[src/sv/abvp_pkg.sv]
`timescale 1ns / 1ps
`default_nettype none
// ----------------------------------------------------------------------------
// abvp_pkg: shared types and constants for the accelerometer burst packer
// Holds the command codes, check constants, batch capacity and the record
// types passed between the checker, the counter unit and the top level.
// ----------------------------------------------------------------------------
package abvp_pkg;

  // Batch capacity in bytes; a report is due once another sample would not fit.
  localparam int unsigned BatchCapacityBytes = 52;

  // Fixed constants of the sensor protocol.
  localparam logic [7:0] CtlExpected   = 8'h90;
  localparam logic [3:0] NibbleOnes    = 4'hf;
  localparam logic [3:0] NibbleZeros   = 4'h0;
  localparam logic [6:0] StatusMax     = 7'd32;
  localparam logic [6:0] OverflowLevel = 7'd31;
  localparam logic [6:0] PollLevel     = 7'd1;
  localparam logic [3:0] SampleBytes   = 4'd5;

  // Command codes of an input transaction.
  typedef enum logic {
    CMD_PROCESS = 1'b0,
    CMD_RESTART = 1'b1
  } cmd_e;

  // One burst response as held in the input register.
  typedef struct packed {
    cmd_e       command;
    logic [7:0] x_low;
    logic [7:0] x_high;
    logic [7:0] y_low;
    logic [7:0] y_high;
    logic [7:0] z_low;
    logic [7:0] z_high;
    logic [7:0] fifo_ctl_echo;
    logic [7:0] fifo_status_raw;
  } in_item_t;

  // One result as held in the output register.
  typedef struct packed {
    logic [39:0] packed_sample;
    logic        data_error;
    logic [7:0]  batch_bytes;
    logic        batch_full;
    logic [15:0] overflow_count;
    logic        poll_again;
  } out_item_t;

  // Check status handed from the checker to the counter unit.
  typedef struct packed {
    logic restart;
    logic data_error;
    logic overflow_hit;
    logic poll_again;
  } chk_t;

endpackage

`default_nettype wire

[src/sv/abvp_if.sv]
`timescale 1ns / 1ps
`default_nettype none
// ----------------------------------------------------------------------------
// abvp_in_if / abvp_out_if: valid/ready channels of the burst packer
// The input channel carries one burst response, the output channel one
// packed result. A transaction completes when valid and ready are both high.
// ----------------------------------------------------------------------------
interface abvp_in_if;
  logic             valid;
  logic             ready;
  abvp_pkg::cmd_e   command;
  logic [7:0]       x_low;
  logic [7:0]       x_high;
  logic [7:0]       y_low;
  logic [7:0]       y_high;
  logic [7:0]       z_low;
  logic [7:0]       z_high;
  logic [7:0]       fifo_ctl_echo;
  logic [7:0]       fifo_status_raw;

  modport source (
    output valid, command, x_low, x_high, y_low, y_high, z_low, z_high,
           fifo_ctl_echo, fifo_status_raw,
    input  ready
  );
  modport sink (
    input  valid, command, x_low, x_high, y_low, y_high, z_low, z_high,
           fifo_ctl_echo, fifo_status_raw,
    output ready
  );
endinterface

interface abvp_out_if;
  logic        valid;
  logic        ready;
  logic [39:0] packed_sample;
  logic        data_error;
  logic [7:0]  batch_bytes;
  logic        batch_full;
  logic [15:0] overflow_count;
  logic        poll_again;

  modport source (
    output valid, packed_sample, data_error, batch_bytes, batch_full,
           overflow_count, poll_again,
    input  ready
  );
  modport sink (
    input  valid, packed_sample, data_error, batch_bytes, batch_full,
           overflow_count, poll_again,
    output ready
  );
endinterface

`default_nettype wire

[src/sv/accel_burst_validate_pack.sv]
// An accepted transaction waits in the input register and moves into the result register
// once that register is empty or its own transaction completes.
// Throughput: one transaction per cycle while the sink keeps ready high; the input register
// feeds the result register through one level of check, pack and count logic.
// The count registers update as each sample enters the result register.
// Reset clears both counts and all valid flags; no clearing pass is needed.
`timescale 1ns / 1ps
`default_nettype none
// ----------------------------------------------------------------------------
// accel_burst_validate_pack: accelerometer burst check and sample packer
// Registers each burst response, validates and packs it, tracks the batch
// byte count and overflow count, and registers the result for the sink.
// ----------------------------------------------------------------------------
module accel_burst_validate_pack (
  input  logic        clk_i,
  input  logic        rst_ni,
  abvp_in_if.sink     in_if,
  abvp_out_if.source  out_if
);

  abvp_pkg::in_item_t  in_q;
  abvp_pkg::in_item_t  in_d;
  logic                in_valid_q;
  abvp_pkg::out_item_t out_q;
  abvp_pkg::out_item_t out_d;
  logic                out_valid_q;
  logic                advance;
  logic                step;
  abvp_pkg::chk_t      chk;
  logic [39:0]         packed_sample;
  logic [7:0]          batch_bytes;
  logic                batch_full;
  logic [15:0]         overflow_count;

  // The result register can load when empty or when its transaction completes.
  assign advance     = !out_valid_q || out_if.ready;
  assign step        = in_valid_q && advance;
  assign in_if.ready = !in_valid_q || advance;

  always_comb begin
    in_d.command         = in_if.command;
    in_d.x_low           = in_if.x_low;
    in_d.x_high          = in_if.x_high;
    in_d.y_low           = in_if.y_low;
    in_d.y_high          = in_if.y_high;
    in_d.z_low           = in_if.z_low;
    in_d.z_high          = in_if.z_high;
    in_d.fifo_ctl_echo   = in_if.fifo_ctl_echo;
    in_d.fifo_status_raw = in_if.fifo_status_raw;
  end

  // Input register.
  always_ff @(posedge clk_i or negedge rst_ni) begin
    if (!rst_ni) begin
      in_valid_q <= 1'b0;
    end else if (in_if.ready) begin
      in_valid_q <= in_if.valid;
    end
  end

  always_ff @(posedge clk_i) begin
    if (in_if.valid && in_if.ready) begin
      in_q <= in_d;
    end
  end

  abvp_check_pack u_check_pack (
    .item_i          (in_q),
    .packed_sample_o (packed_sample),
    .chk_o           (chk)
  );

  abvp_counters u_counters (
    .clk_i            (clk_i),
    .rst_ni           (rst_ni),
    .step_i           (step),
    .chk_i            (chk),
    .batch_bytes_o    (batch_bytes),
    .batch_full_o     (batch_full),
    .overflow_count_o (overflow_count)
  );

  always_comb begin
    out_d.packed_sample  = packed_sample;
    out_d.data_error     = chk.data_error;
    out_d.batch_bytes    = batch_bytes;
    out_d.batch_full     = batch_full;
    out_d.overflow_count = overflow_count;
    out_d.poll_again     = chk.poll_again;
  end

  // Result register.
  always_ff @(posedge clk_i or negedge rst_ni) begin
    if (!rst_ni) begin
      out_valid_q <= 1'b0;
    end else if (advance) begin
      out_valid_q <= in_valid_q;
    end
  end

  always_ff @(posedge clk_i) begin
    if (step) begin
      out_q <= out_d;
    end
  end

  assign out_if.valid          = out_valid_q;
  assign out_if.packed_sample  = out_q.packed_sample;
  assign out_if.data_error     = out_q.data_error;
  assign out_if.batch_bytes    = out_q.batch_bytes;
  assign out_if.batch_full     = out_q.batch_full;
  assign out_if.overflow_count = out_q.overflow_count;
  assign out_if.poll_again     = out_q.poll_again;

  // A failed check always gives the all-ones sample and no poll request.
  assert property (@(posedge clk_i) disable iff (!rst_ni)
    out_valid_q && out_q.data_error |-> (out_q.packed_sample == '1) && !out_q.poll_again)
    else $error("error result without all-ones sample or with poll request");

  // A full batch means the next sample would exceed the capacity.
  assert property (@(posedge clk_i) disable iff (!rst_ni)
    out_valid_q && out_q.batch_full |->
      ({2'd0, out_q.batch_bytes} + {6'd0, abvp_pkg::SampleBytes}) >
      10'(abvp_pkg::BatchCapacityBytes))
    else $error("batch flagged full below capacity");

  // A held input item stays put while the result register is stalled.
  assert property (@(posedge clk_i) disable iff (!rst_ni)
    in_valid_q && !advance |=> in_valid_q && $stable(in_q))
    else $error("input register changed during stall");

  // A stalled result stays put until its transaction completes.
  assert property (@(posedge clk_i) disable iff (!rst_ni)
    out_valid_q && !out_if.ready |=> out_valid_q && $stable(out_q))
    else $error("result register changed during stall");

endmodule

`default_nettype wire

[src/sv/abvp_check_pack.sv]
`timescale 1ns / 1ps
`default_nettype none
// ----------------------------------------------------------------------------
// abvp_check_pack: validation and packing of one burst response
// Checks sign extension, the control echo and the entry count, and packs the
// three 13-bit axes into five bytes, all ones when a check fails, all zeros on a restart.
// ----------------------------------------------------------------------------
module abvp_check_pack (
  input  abvp_pkg::in_item_t item_i,
  output logic [39:0]        packed_sample_o,
  output abvp_pkg::chk_t     chk_o
);

  logic       sign_ok;
  logic       ctl_ok;
  logic       status_ok;
  logic       err;
  logic [6:0] entries;
  logic [6:0] entries_eff;
  logic [7:0] byte3;
  logic [7:0] byte4;

  // The top nibble of each high byte must be all zeros or all ones.
  always_comb begin
    sign_ok = ((item_i.x_high[7:4] == abvp_pkg::NibbleZeros) ||
               (item_i.x_high[7:4] == abvp_pkg::NibbleOnes)) &&
              ((item_i.y_high[7:4] == abvp_pkg::NibbleZeros) ||
               (item_i.y_high[7:4] == abvp_pkg::NibbleOnes)) &&
              ((item_i.z_high[7:4] == abvp_pkg::NibbleZeros) ||
               (item_i.z_high[7:4] == abvp_pkg::NibbleOnes));
  end

  // The trigger bit of the status is ignored; the rest is the entry count.
  assign entries     = item_i.fifo_status_raw[6:0];
  assign ctl_ok      = (item_i.fifo_ctl_echo == abvp_pkg::CtlExpected);
  assign status_ok   = (entries <= abvp_pkg::StatusMax);
  assign err         = !(sign_ok && ctl_ok && status_ok);
  assign entries_eff = err ? 7'd0 : entries;

  // Upper axis bits share the last two bytes; Z is split across both.
  assign byte3 = {item_i.z_high[2:0], item_i.x_high[4:0]};
  assign byte4 = {1'b0, item_i.z_high[4:3], item_i.y_high[4:0]};

  // A restart yields an all-zero result.
  always_comb begin
    if (item_i.command == abvp_pkg::CMD_RESTART) begin
      packed_sample_o = '0;
    end else if (err) begin
      packed_sample_o = '1;
    end else begin
      packed_sample_o = {byte4, byte3, item_i.z_low, item_i.y_low, item_i.x_low};
    end
  end

  always_comb begin
    chk_o.restart      = (item_i.command == abvp_pkg::CMD_RESTART);
    chk_o.data_error   = !chk_o.restart && err;
    chk_o.overflow_hit = !chk_o.restart && (entries_eff >= abvp_pkg::OverflowLevel);
    chk_o.poll_again   = !chk_o.restart && (entries_eff > abvp_pkg::PollLevel);
  end

endmodule

`default_nettype wire

[src/sv/abvp_counters.sv]
`timescale 1ns / 1ps
`default_nettype none
// ----------------------------------------------------------------------------
// abvp_counters: batch byte count and overflow count
// Adds five bytes per processed sample, flags a full batch and clears the
// count, and counts possible FIFO overflows. A restart clears both counts.
// ----------------------------------------------------------------------------
module abvp_counters (
  input  logic           clk_i,
  input  logic           rst_ni,
  input  logic           step_i,
  input  abvp_pkg::chk_t chk_i,
  output logic [7:0]     batch_bytes_o,
  output logic           batch_full_o,
  output logic [15:0]    overflow_count_o
);

  logic [7:0]  batch_q;
  logic [7:0]  batch_d;
  logic [15:0] ovf_q;
  logic [15:0] ovf_d;
  logic [8:0]  count;
  logic        full;

  // Bytes including this sample, and whether the next one would not fit.
  assign count = {1'b0, batch_q} + {5'd0, abvp_pkg::SampleBytes};
  assign full  = ({1'b0, count} + {6'd0, abvp_pkg::SampleBytes}) >
                 10'(abvp_pkg::BatchCapacityBytes);

  always_comb begin
    if (chk_i.restart) begin
      batch_d = '0;
      ovf_d   = '0;
    end else begin
      batch_d = full ? 8'd0 : count[7:0];
      ovf_d   = ovf_q + {15'd0, chk_i.overflow_hit};
    end
  end

  // Count state advances once per sample handed to the result register.
  always_ff @(posedge clk_i or negedge rst_ni) begin
    if (!rst_ni) begin
      batch_q <= '0;
      ovf_q   <= '0;
    end else if (step_i) begin
      batch_q <= batch_d;
      ovf_q   <= ovf_d;
    end
  end

  assign batch_bytes_o    = chk_i.restart ? 8'd0 : count[7:0];
  assign batch_full_o     = !chk_i.restart && full;
  assign overflow_count_o = ovf_d;

endmodule

`default_nettype wire
[src/flat_wrapper.sv]
// flat-port wrapper written by rule: the top's interface ports become plain ports
module accel_burst_validate_pack_flat 
  (clk_i, rst_ni, in_if_valid, in_if_command, in_if_x_low, in_if_x_high, in_if_y_low, in_if_y_high, in_if_z_low, in_if_z_high, in_if_fifo_ctl_echo, in_if_fifo_status_raw, in_if_ready, out_if_valid, out_if_packed_sample, out_if_data_error, out_if_batch_bytes, out_if_batch_full, out_if_overflow_count, out_if_poll_again, out_if_ready);
  abvp_in_if in_if_i ();
  abvp_out_if out_if_i ();
  input  logic clk_i;
  input  logic rst_ni;
  input wire logic [$bits(in_if_i.valid)-1:0] in_if_valid;
  input wire logic [$bits(in_if_i.command)-1:0] in_if_command;
  input wire logic [$bits(in_if_i.x_low)-1:0] in_if_x_low;
  input wire logic [$bits(in_if_i.x_high)-1:0] in_if_x_high;
  input wire logic [$bits(in_if_i.y_low)-1:0] in_if_y_low;
  input wire logic [$bits(in_if_i.y_high)-1:0] in_if_y_high;
  input wire logic [$bits(in_if_i.z_low)-1:0] in_if_z_low;
  input wire logic [$bits(in_if_i.z_high)-1:0] in_if_z_high;
  input wire logic [$bits(in_if_i.fifo_ctl_echo)-1:0] in_if_fifo_ctl_echo;
  input wire logic [$bits(in_if_i.fifo_status_raw)-1:0] in_if_fifo_status_raw;
  output wire logic [$bits(in_if_i.ready)-1:0] in_if_ready;
  output wire logic [$bits(out_if_i.valid)-1:0] out_if_valid;
  output wire logic [$bits(out_if_i.packed_sample)-1:0] out_if_packed_sample;
  output wire logic [$bits(out_if_i.data_error)-1:0] out_if_data_error;
  output wire logic [$bits(out_if_i.batch_bytes)-1:0] out_if_batch_bytes;
  output wire logic [$bits(out_if_i.batch_full)-1:0] out_if_batch_full;
  output wire logic [$bits(out_if_i.overflow_count)-1:0] out_if_overflow_count;
  output wire logic [$bits(out_if_i.poll_again)-1:0] out_if_poll_again;
  input wire logic [$bits(out_if_i.ready)-1:0] out_if_ready;
  assign in_if_i.valid = in_if_valid;
  assign in_if_i.command = in_if_command;
  assign in_if_i.x_low = in_if_x_low;
  assign in_if_i.x_high = in_if_x_high;
  assign in_if_i.y_low = in_if_y_low;
  assign in_if_i.y_high = in_if_y_high;
  assign in_if_i.z_low = in_if_z_low;
  assign in_if_i.z_high = in_if_z_high;
  assign in_if_i.fifo_ctl_echo = in_if_fifo_ctl_echo;
  assign in_if_i.fifo_status_raw = in_if_fifo_status_raw;
  assign in_if_ready = in_if_i.ready;
  assign out_if_valid = out_if_i.valid;
  assign out_if_packed_sample = out_if_i.packed_sample;
  assign out_if_data_error = out_if_i.data_error;
  assign out_if_batch_bytes = out_if_i.batch_bytes;
  assign out_if_batch_full = out_if_i.batch_full;
  assign out_if_overflow_count = out_if_i.overflow_count;
  assign out_if_poll_again = out_if_i.poll_again;
  assign out_if_i.ready = out_if_ready;
  accel_burst_validate_pack u_core (.clk_i(clk_i), .rst_ni(rst_ni), .in_if(in_if_i), .out_if(out_if_i));
endmodule
[config.mk]
export PLATFORM = sky130hd
export DESIGN_NAME = accel_burst_validate_pack_flat
export DESIGN_NICKNAME = d
export VERILOG_FILES = /design/src/sv/abvp_pkg.sv /design/src/sv/abvp_if.sv /design/src/sv/accel_burst_validate_pack.sv /design/src/sv/abvp_check_pack.sv /design/src/sv/abvp_counters.sv /design/src/flat_wrapper.sv
export SDC_FILE = /design/constraint.sdc
export NUM_CORES = 1
export LEC_CHECK = 0
export BUFFER_PORTS_ARGS = -buffer_cell sky130_fd_sc_hd__buf_2
export CORE_UTILIZATION = 54
export DETAILED_ROUTE_END_ITERATION = 12
export PLACE_DENSITY = 0.79
export SLEW_MARGIN = 20
export SYNTH_ARGS = -nofsm -noshare
export SYNTH_HDL_FRONTEND = slang
export SYNTH_SLANG_ARGS = --single-unit
[constraint.sdc]
create_clock -name clk_i -period 3.47 [get_ports clk_i]
set_input_delay 0.8675 -clock clk_i [delete_from_list [all_inputs] [get_ports clk_i]]
set_output_delay 0.8675 -clock clk_i [all_outputs]
set_load 0.02 [all_outputs]
==> results of run 1 <==
==> cell type report <==
class                   count  share of cell area
well taps                 143              0.0226
inverters                  45              0.0215
repair buffers            147              0.0979
clock buffers              18              0.0542
clock inverters            13              0.0210
flip-flops and latches    157               0.579
multi-input cells         263               0.204
==> worst paths after layout <==
| path | to | slack [ns] | depth (start not counted) |
|---|---|---|---|
| min in group clk_i | u_core.out_if.valid | 0.50 | 1 |
| max reg2reg | u_core.u_counters.ovf_q[15] | 0.27 | 10 |
| min reg2reg | u_core.out_if.valid | 0.50 | 1 |
| min | u_core.u_counters.batch_q[5] | 0.48 | 1 |
| max in group asynchronous | u_core.u_counters.ovf_q[2] | 2.57 | 1 |
| max | u_core.u_counters.ovf_q[15] | 0.27 | 10 |
==> critical path: stages (launching register included) <==
cell and delay (ns):
edfxtp_1 0.41, or4_1 0.51, a222oi_1 0.32, and3_1 0.22, nor3b_2 0.27, ha_1 0.23
nand4_1 0.15, or2_2 0.36, nor3_2 0.23, mux2i_1 0.24, o21ai_0 0.10
==> stage by stage <==
step           instance area (um^2)   util  total power [mW]  hold slack, ns
2_1_floorplan                  6490      -              2.66           0.457
6_report                       7920  0.685              4.65           0.480
4_1_cts                        7920  0.684              4.69           0.478
5_1_grt                        7920  0.685              4.83           0.507
3_5_place_dp                   7320  0.633              2.83           0.494
3_3_place_gp                   7320  0.633              2.80           0.470
==> state kept, by name, indices dropped and copies added, names as in the netlist <==
signal,flops
u_core.out_if.batch_full,1
u_core.out_if.valid,1
u_core.out_if.poll_again,1
u_core.in_q,64
u_core.out_if.overflow_count,16
u_core.out_if.data_error,1
u_core.out_if.batch_bytes,8
u_core.u_counters.batch_q,8
u_core.u_counters.ovf_q,16
u_core.in_valid_q,1
u_core.out_if.packed_sample,40
==> cells by family (layout without fill, tap and decap cells) <==
kind of cell             after synthesis  in the layout  share of synthesized area
buffers and inverters                 70            223                     0.0450
adder cells (fa/ha/maj)                5              5                    0.00965
multiplexers                           8              8                     0.0127
XOR/XNOR                              23             23                     0.0311
AND/OR/NAND/NOR                      139            139                      0.106
AO/OA/AOI/OAI                         88             88                     0.0891
flip-flops                           157            157                      0.707
==> what timing repair did <==
| action | 4_1_cts | 5_1_grt |
|---|---|---|
| setup endpoints to repair | 0 | 7 |
| buffers inserted | 0 | 0 |
| hold buffers | 0 | 0 |
| resized for setup | 0 | 1 |
==> cells in the final DEF, fill, tap and decap left out, types with 3 or more instances in the layout <==
cell         n
a21oi_1     43
dfrtp_1     26
clkinv_4     3
xor2_1      11
o21ai_1      4
o22ai_1      4
and3_1       3
clkinv_2     3
ha_1         5
o21ai_0     11
nand2_1     40
buf_2      136
inv_1       44
buf_4       10
or2_2        3
nor3_1       7
xnor2_1     12
or4_1        4
bufinv_16    3
nor2b_1      6
mux2i_1      6
nand2b_1     5
nand3_1      6
nand4_1      7
edfxtp_1   131
clkbuf_16   17
nor2_1      40
==> routing by layer <==
layer | wire length, um | share of wire
met5 | 0 | 0
met4 | 192 | 0.016
met3 | 897 | 0.074
met2 | 6200 | 0.51
met1 | 4850 | 0.40
==> power breakdown <==
group	internal (mW)	leakage, nW	switching (mW)
combinational	0.180	1.37	0.322
sequential	2.20	1.62	0.0856
clock	1.13	0.290	0.730
total	3.52	3.28	1.14
==> metrics.txt, run 1 <==
status complete, but fails checks; failing checks DRC; share of cells above drive strength 1 0.305; crit path capture type flop; Cells after Synth between 400 and 500; syn avg cell area approximately 13 um^2; TritonCTS buffer count 17; Via-to-Cell Ratio roughly 5.3; reg2reg start u_core.in_q[52]; clock insertion delay at the later pin of the skew report 0.41 ns; GRT Total Usage 0.206; Synth Cell Area about 6500 um^2; Post-synth EDFFs 131; power per cell area ~590 nW/um^2; final hold viol count 0; via count 4161; Die ar. between 10000 and 15000 um^2; input/output buffers around 140; dpl ws just over 0.1 ns; ys flop type edfxtp_1; core footprint 11600 um^2; Slew @ Worst Pin about 0.84 ns; startpoint types flop; DRT Pass-1 Iters 9; Routed Antenna Nets 0; row count 39; final period utilization 0.924; Die W around 110 um; DR WL/cell between 15 and 20 um; met2 usage 0.350; I/O Pins 138; critical path required time between 3 and 4 ns; die height approximately 110 um; area occupied by multi-input gates 1620 um^2; area share of the largest cell type after synthesis 0.607; most area-consuming cells after synthesis edfxtp_1 (61%), dfrtp_1 (10%), a21oi_1 (3.3%), inv_1 (2.6%), nand2_1 (2.3%); Area Growth Syn to Fin 22.1%; placed cells ~760; unrepaired setup endpoints after global routing false; Synth Net Count about 560; Post-Layout Cell Count 786; register area share after synthesis 0.707; initial antenna violation count 0; placer congestion estimate between 0.8 and 0.9; vias in the first global route between 4000 and 5000; H-Tree Level Count 4; global-route wire length before repair between 15000 and 20000 um; Yosys cell types 61; Setup Viol. Count Final 0; 1st-iter DRT viols roughly 260; Hold Crit Class input port to async pin; total congestion overflow 0; crit-path max FO 4; slew margin rel. 0.441; GRT met3 Usage 0.0691; clk sinks ~160; Peak VDD IR just over 0.4 mV; pin count of the biggest net entering global routing a little under 80; Final Slew Violations 0; clk root buf clkbuf_16; critical path arrival between 3 and 4 ns; fin nets ~710; most instantiated library cell after synthesis edfxtp_1; Post-route DRC 3; FMAX approximately 0.31 GHz; setup TNS 0 ns; asr flop ratio synth 0.166; min Tclk post-route approximately 3.2 ns; Setup Skew between 0.01 and 0.015 ns; Yosys warnings 0; fillers just over 800; number of max-cap violations 0; starting density of the core 0.561; Clock Path Buffers 2; Synth top cells by count edfxtp_1 (131), inv_1 (45), a21oi_1 (43); Yosys reg bits around 160; final wirelength between 10000 and 15000 um; post-DP HPWL 7970 um; TritonCTS clock tree built; Crit. Startpoint u_core.in_q[52]; final setup margin between 0.2 and 0.3 ns; Pleak 3.28 nW; flip-flop and latch area approximately 4600 um^2; # diodes 0; met1 GRT Util 0.242; GR peak layer met2; Synth area leader edfxtp_1; critical path class flop to flop; clock slew at reported path FFs 0.06 ns
(Power assumes the default switching activity.)
==> run 2: changes to the inputs <==
--- a/config.mk
+++ b/config.mk
@@ -7,6 +7,7 @@
 export LEC_CHECK = 0
 export BUFFER_PORTS_ARGS = -buffer_cell sky130_fd_sc_hd__buf_2
 export CORE_UTILIZATION = 54
+export CTS_BUF_LIST = sky130_fd_sc_hd__clkbuf_4 sky130_fd_sc_hd__clkbuf_8 sky130_fd_sc_hd__clkbuf_16
 export DETAILED_ROUTE_END_ITERATION = 12
 export PLACE_DENSITY = 0.79
 export SLEW_MARGIN = 20
==> metrics.txt, run 2 (synthesis results as in run 1) <==
slew margin rel. 0.441 (unchanged); power per cell area 588 nW/um^2 (+0.12%); critical path required time 3.72 ns (about the same); final period utilization 0.924 (unchanged); sw power 1.14 mW (about the same); Routed Antenna Nets 0 (unchanged); vias in the first global route 4191 (unchanged); startpoint types flop; post-CTS sizing 0 (unchanged); FF-to-FF setup slack 0.27 ns (about the same); Area Growth Syn to Fin 22.2% (about the same); crit-path max FO 4 (unchanged); Slew @ Worst Pin 0.838 ns (unchanged); share of cells above drive strength 1 0.306 (+0.00156); unrepaired setup endpoints after global routing false; Post-route DRC 3 (unchanged); TritonCTS buffer count 17 (unchanged); starting density of the core 0.561 (unchanged); Die ar. 12500 um^2 (unchanged); switching part of the total 0.244 (-0.000416); number of max-cap violations 0 (unchanged); Setup Viol. Count Final 0 (unchanged); Peak VDD IR 0.405 mV (about the same); Reg power frac 0.490 (about the same); most frequent cells in the layout buf_2 (136), edfxtp_1 (131), inv_1 (44); Biggest register u_core.in_q; final hold viol count 0 (unchanged); fillers 817 (unchanged); DR WL/cell 15.4 um (unchanged); H-Tree Level Count 4 (unchanged); Largest register FFs 64 (unchanged); critical path class flop to flop; status complete, but fails checks; die height 112 um (unchanged); GRT Total Usage 0.206 (unchanged); core footprint 11600 um^2 (unchanged); # diodes 0 (unchanged); Int Power 3.52 mW (+0.22%); Hold Crit Class input port to async pin; final setup margin 0.265 ns (unchanged); 1st-iter DRT viols 261 (unchanged); Clock Path Buffers 2 (unchanged); placer congestion estimate 0.816 (unchanged); reg2reg start u_core.in_q[52]; input/output buffers 136 (unchanged); Via-to-Cell Ratio 5.29 (unchanged); via count 4161 (unchanged); I/O Pins 138 (unchanged); clk root buf clkbuf_16; clk sinks 157 (unchanged); crit path capture type flop; failing checks DRC; worst r2r dst u_core.u_counters.ovf_q[15]; post-DP HPWL 7970 um (unchanged); fin nets 705 (unchanged); R2R cell count 10 (unchanged); critical path arrival 3.46 ns (about the same); total power 4.66 mW (+0.17%); combinational power share 0.108 (about the same); global-route wire length before repair 19800 um (unchanged); Setup Skew 0.0115 ns (unchanged); most common cell after layout, fill and taps aside buf_2; pin count of the biggest net entering global routing 79 (unchanged); total congestion overflow 0 (unchanged); dpl ws 0.102 ns (unchanged); clock insertion delay at the later pin of the skew report 0.41 ns (about the same); min Tclk post-route 3.20 ns (unchanged); setup TNS 0 ns (unchanged); Die W 112 um (unchanged); Final Slew Violations 0 (unchanged); Setup Buffers After CTS 0 (unchanged); TritonCTS clock tree built; clock slew at reported path FFs 0.06 ns (about the same); row count 39 (unchanged); hold buffer count at cts 0 (unchanged); initial antenna violation count 0 (unchanged); FMAX 0.312 GHz (unchanged); final wirelength 12100 um (unchanged); DRT Pass-1 Iters 9 (unchanged); Pleak 3.28 nW (+0.10%); Clk pwr share 0.402 (about the same)
-- run 2: power by group through the flow --
stage	Sequential (mW)	Combinational, mW	Clock, mW
after floorplan	2.37	0.287	0
after global placement	2.32	0.486	0
after detailed placement	2.32	0.505	0
after CTS	2.29	0.507	1.91
after global routing	2.31	0.550	1.98
final	2.29	0.502	1.87
-- run 2: final cells by class --
cell class                      instances  area, um^2  area share
Sequential cell                       157        4580       0.579
Multi-Input combinational cell        263        1620       0.204
Timing Repair Buffer                  147         776      0.0979
Clock buffer                           18         433      0.0546
Tap cell                              143         179      0.0226
Inverter                               45         170      0.0215
Clock inverter                         13         166      0.0210
-- run 2: critical path, cell delays in order (launching register included) --
cell      delay, ns
edfxtp_1       0.41
or4_1          0.51
a222oi_1       0.32
and3_1         0.22
nor3b_2        0.27
ha_1           0.23
nand4_1        0.15
or2_2          0.36
nor3_2         0.23
mux2i_1        0.24
o21ai_0        0.10
-- run 2: per-stage QoR --
step,instance area (um^2),hold slack [ns],instances,utilization
floorplan,6490,0.457,490,-
global placement,7320,0.470,755,0.633
detailed placement,7320,0.494,755,0.633
CTS,7920,0.478,786,0.685
global route,7920,0.507,786,0.685
finish,7920,0.480,786,0.685
-- run 2: worst max path at each step --
stage | start | end | cells past startpoint
after floorplan | out_if_ready | u_core.in_q[0] | 2
after global placement | u_core.in_q[52] | u_core.out_if.overflow_count[14] | 9
after detailed placement | u_core.in_q[52] | u_core.out_if.overflow_count[14] | 9
after CTS | u_core.in_q[52] | u_core.u_counters.ovf_q[15] | 10
after global routing | u_core.in_q[52] | u_core.u_counters.ovf_q[15] | 10
final | u_core.in_q[52] | u_core.u_counters.ovf_q[15] | 10
-- run 2: per-layer routing --
| layer | vias to the layer above | global-route usage | routed length, um |
|---|---|---|---|
| met5 | - | 0 | 0 |
| met4 | 0 | 0.0847 | 192 |
| met3 | 16 | 0.0691 | 897 |
| met2 | 131 | 0.350 | 6200 |
| met1 | 1983 | 0.242 | 4850 |
| li1 | 2031 | - | - |
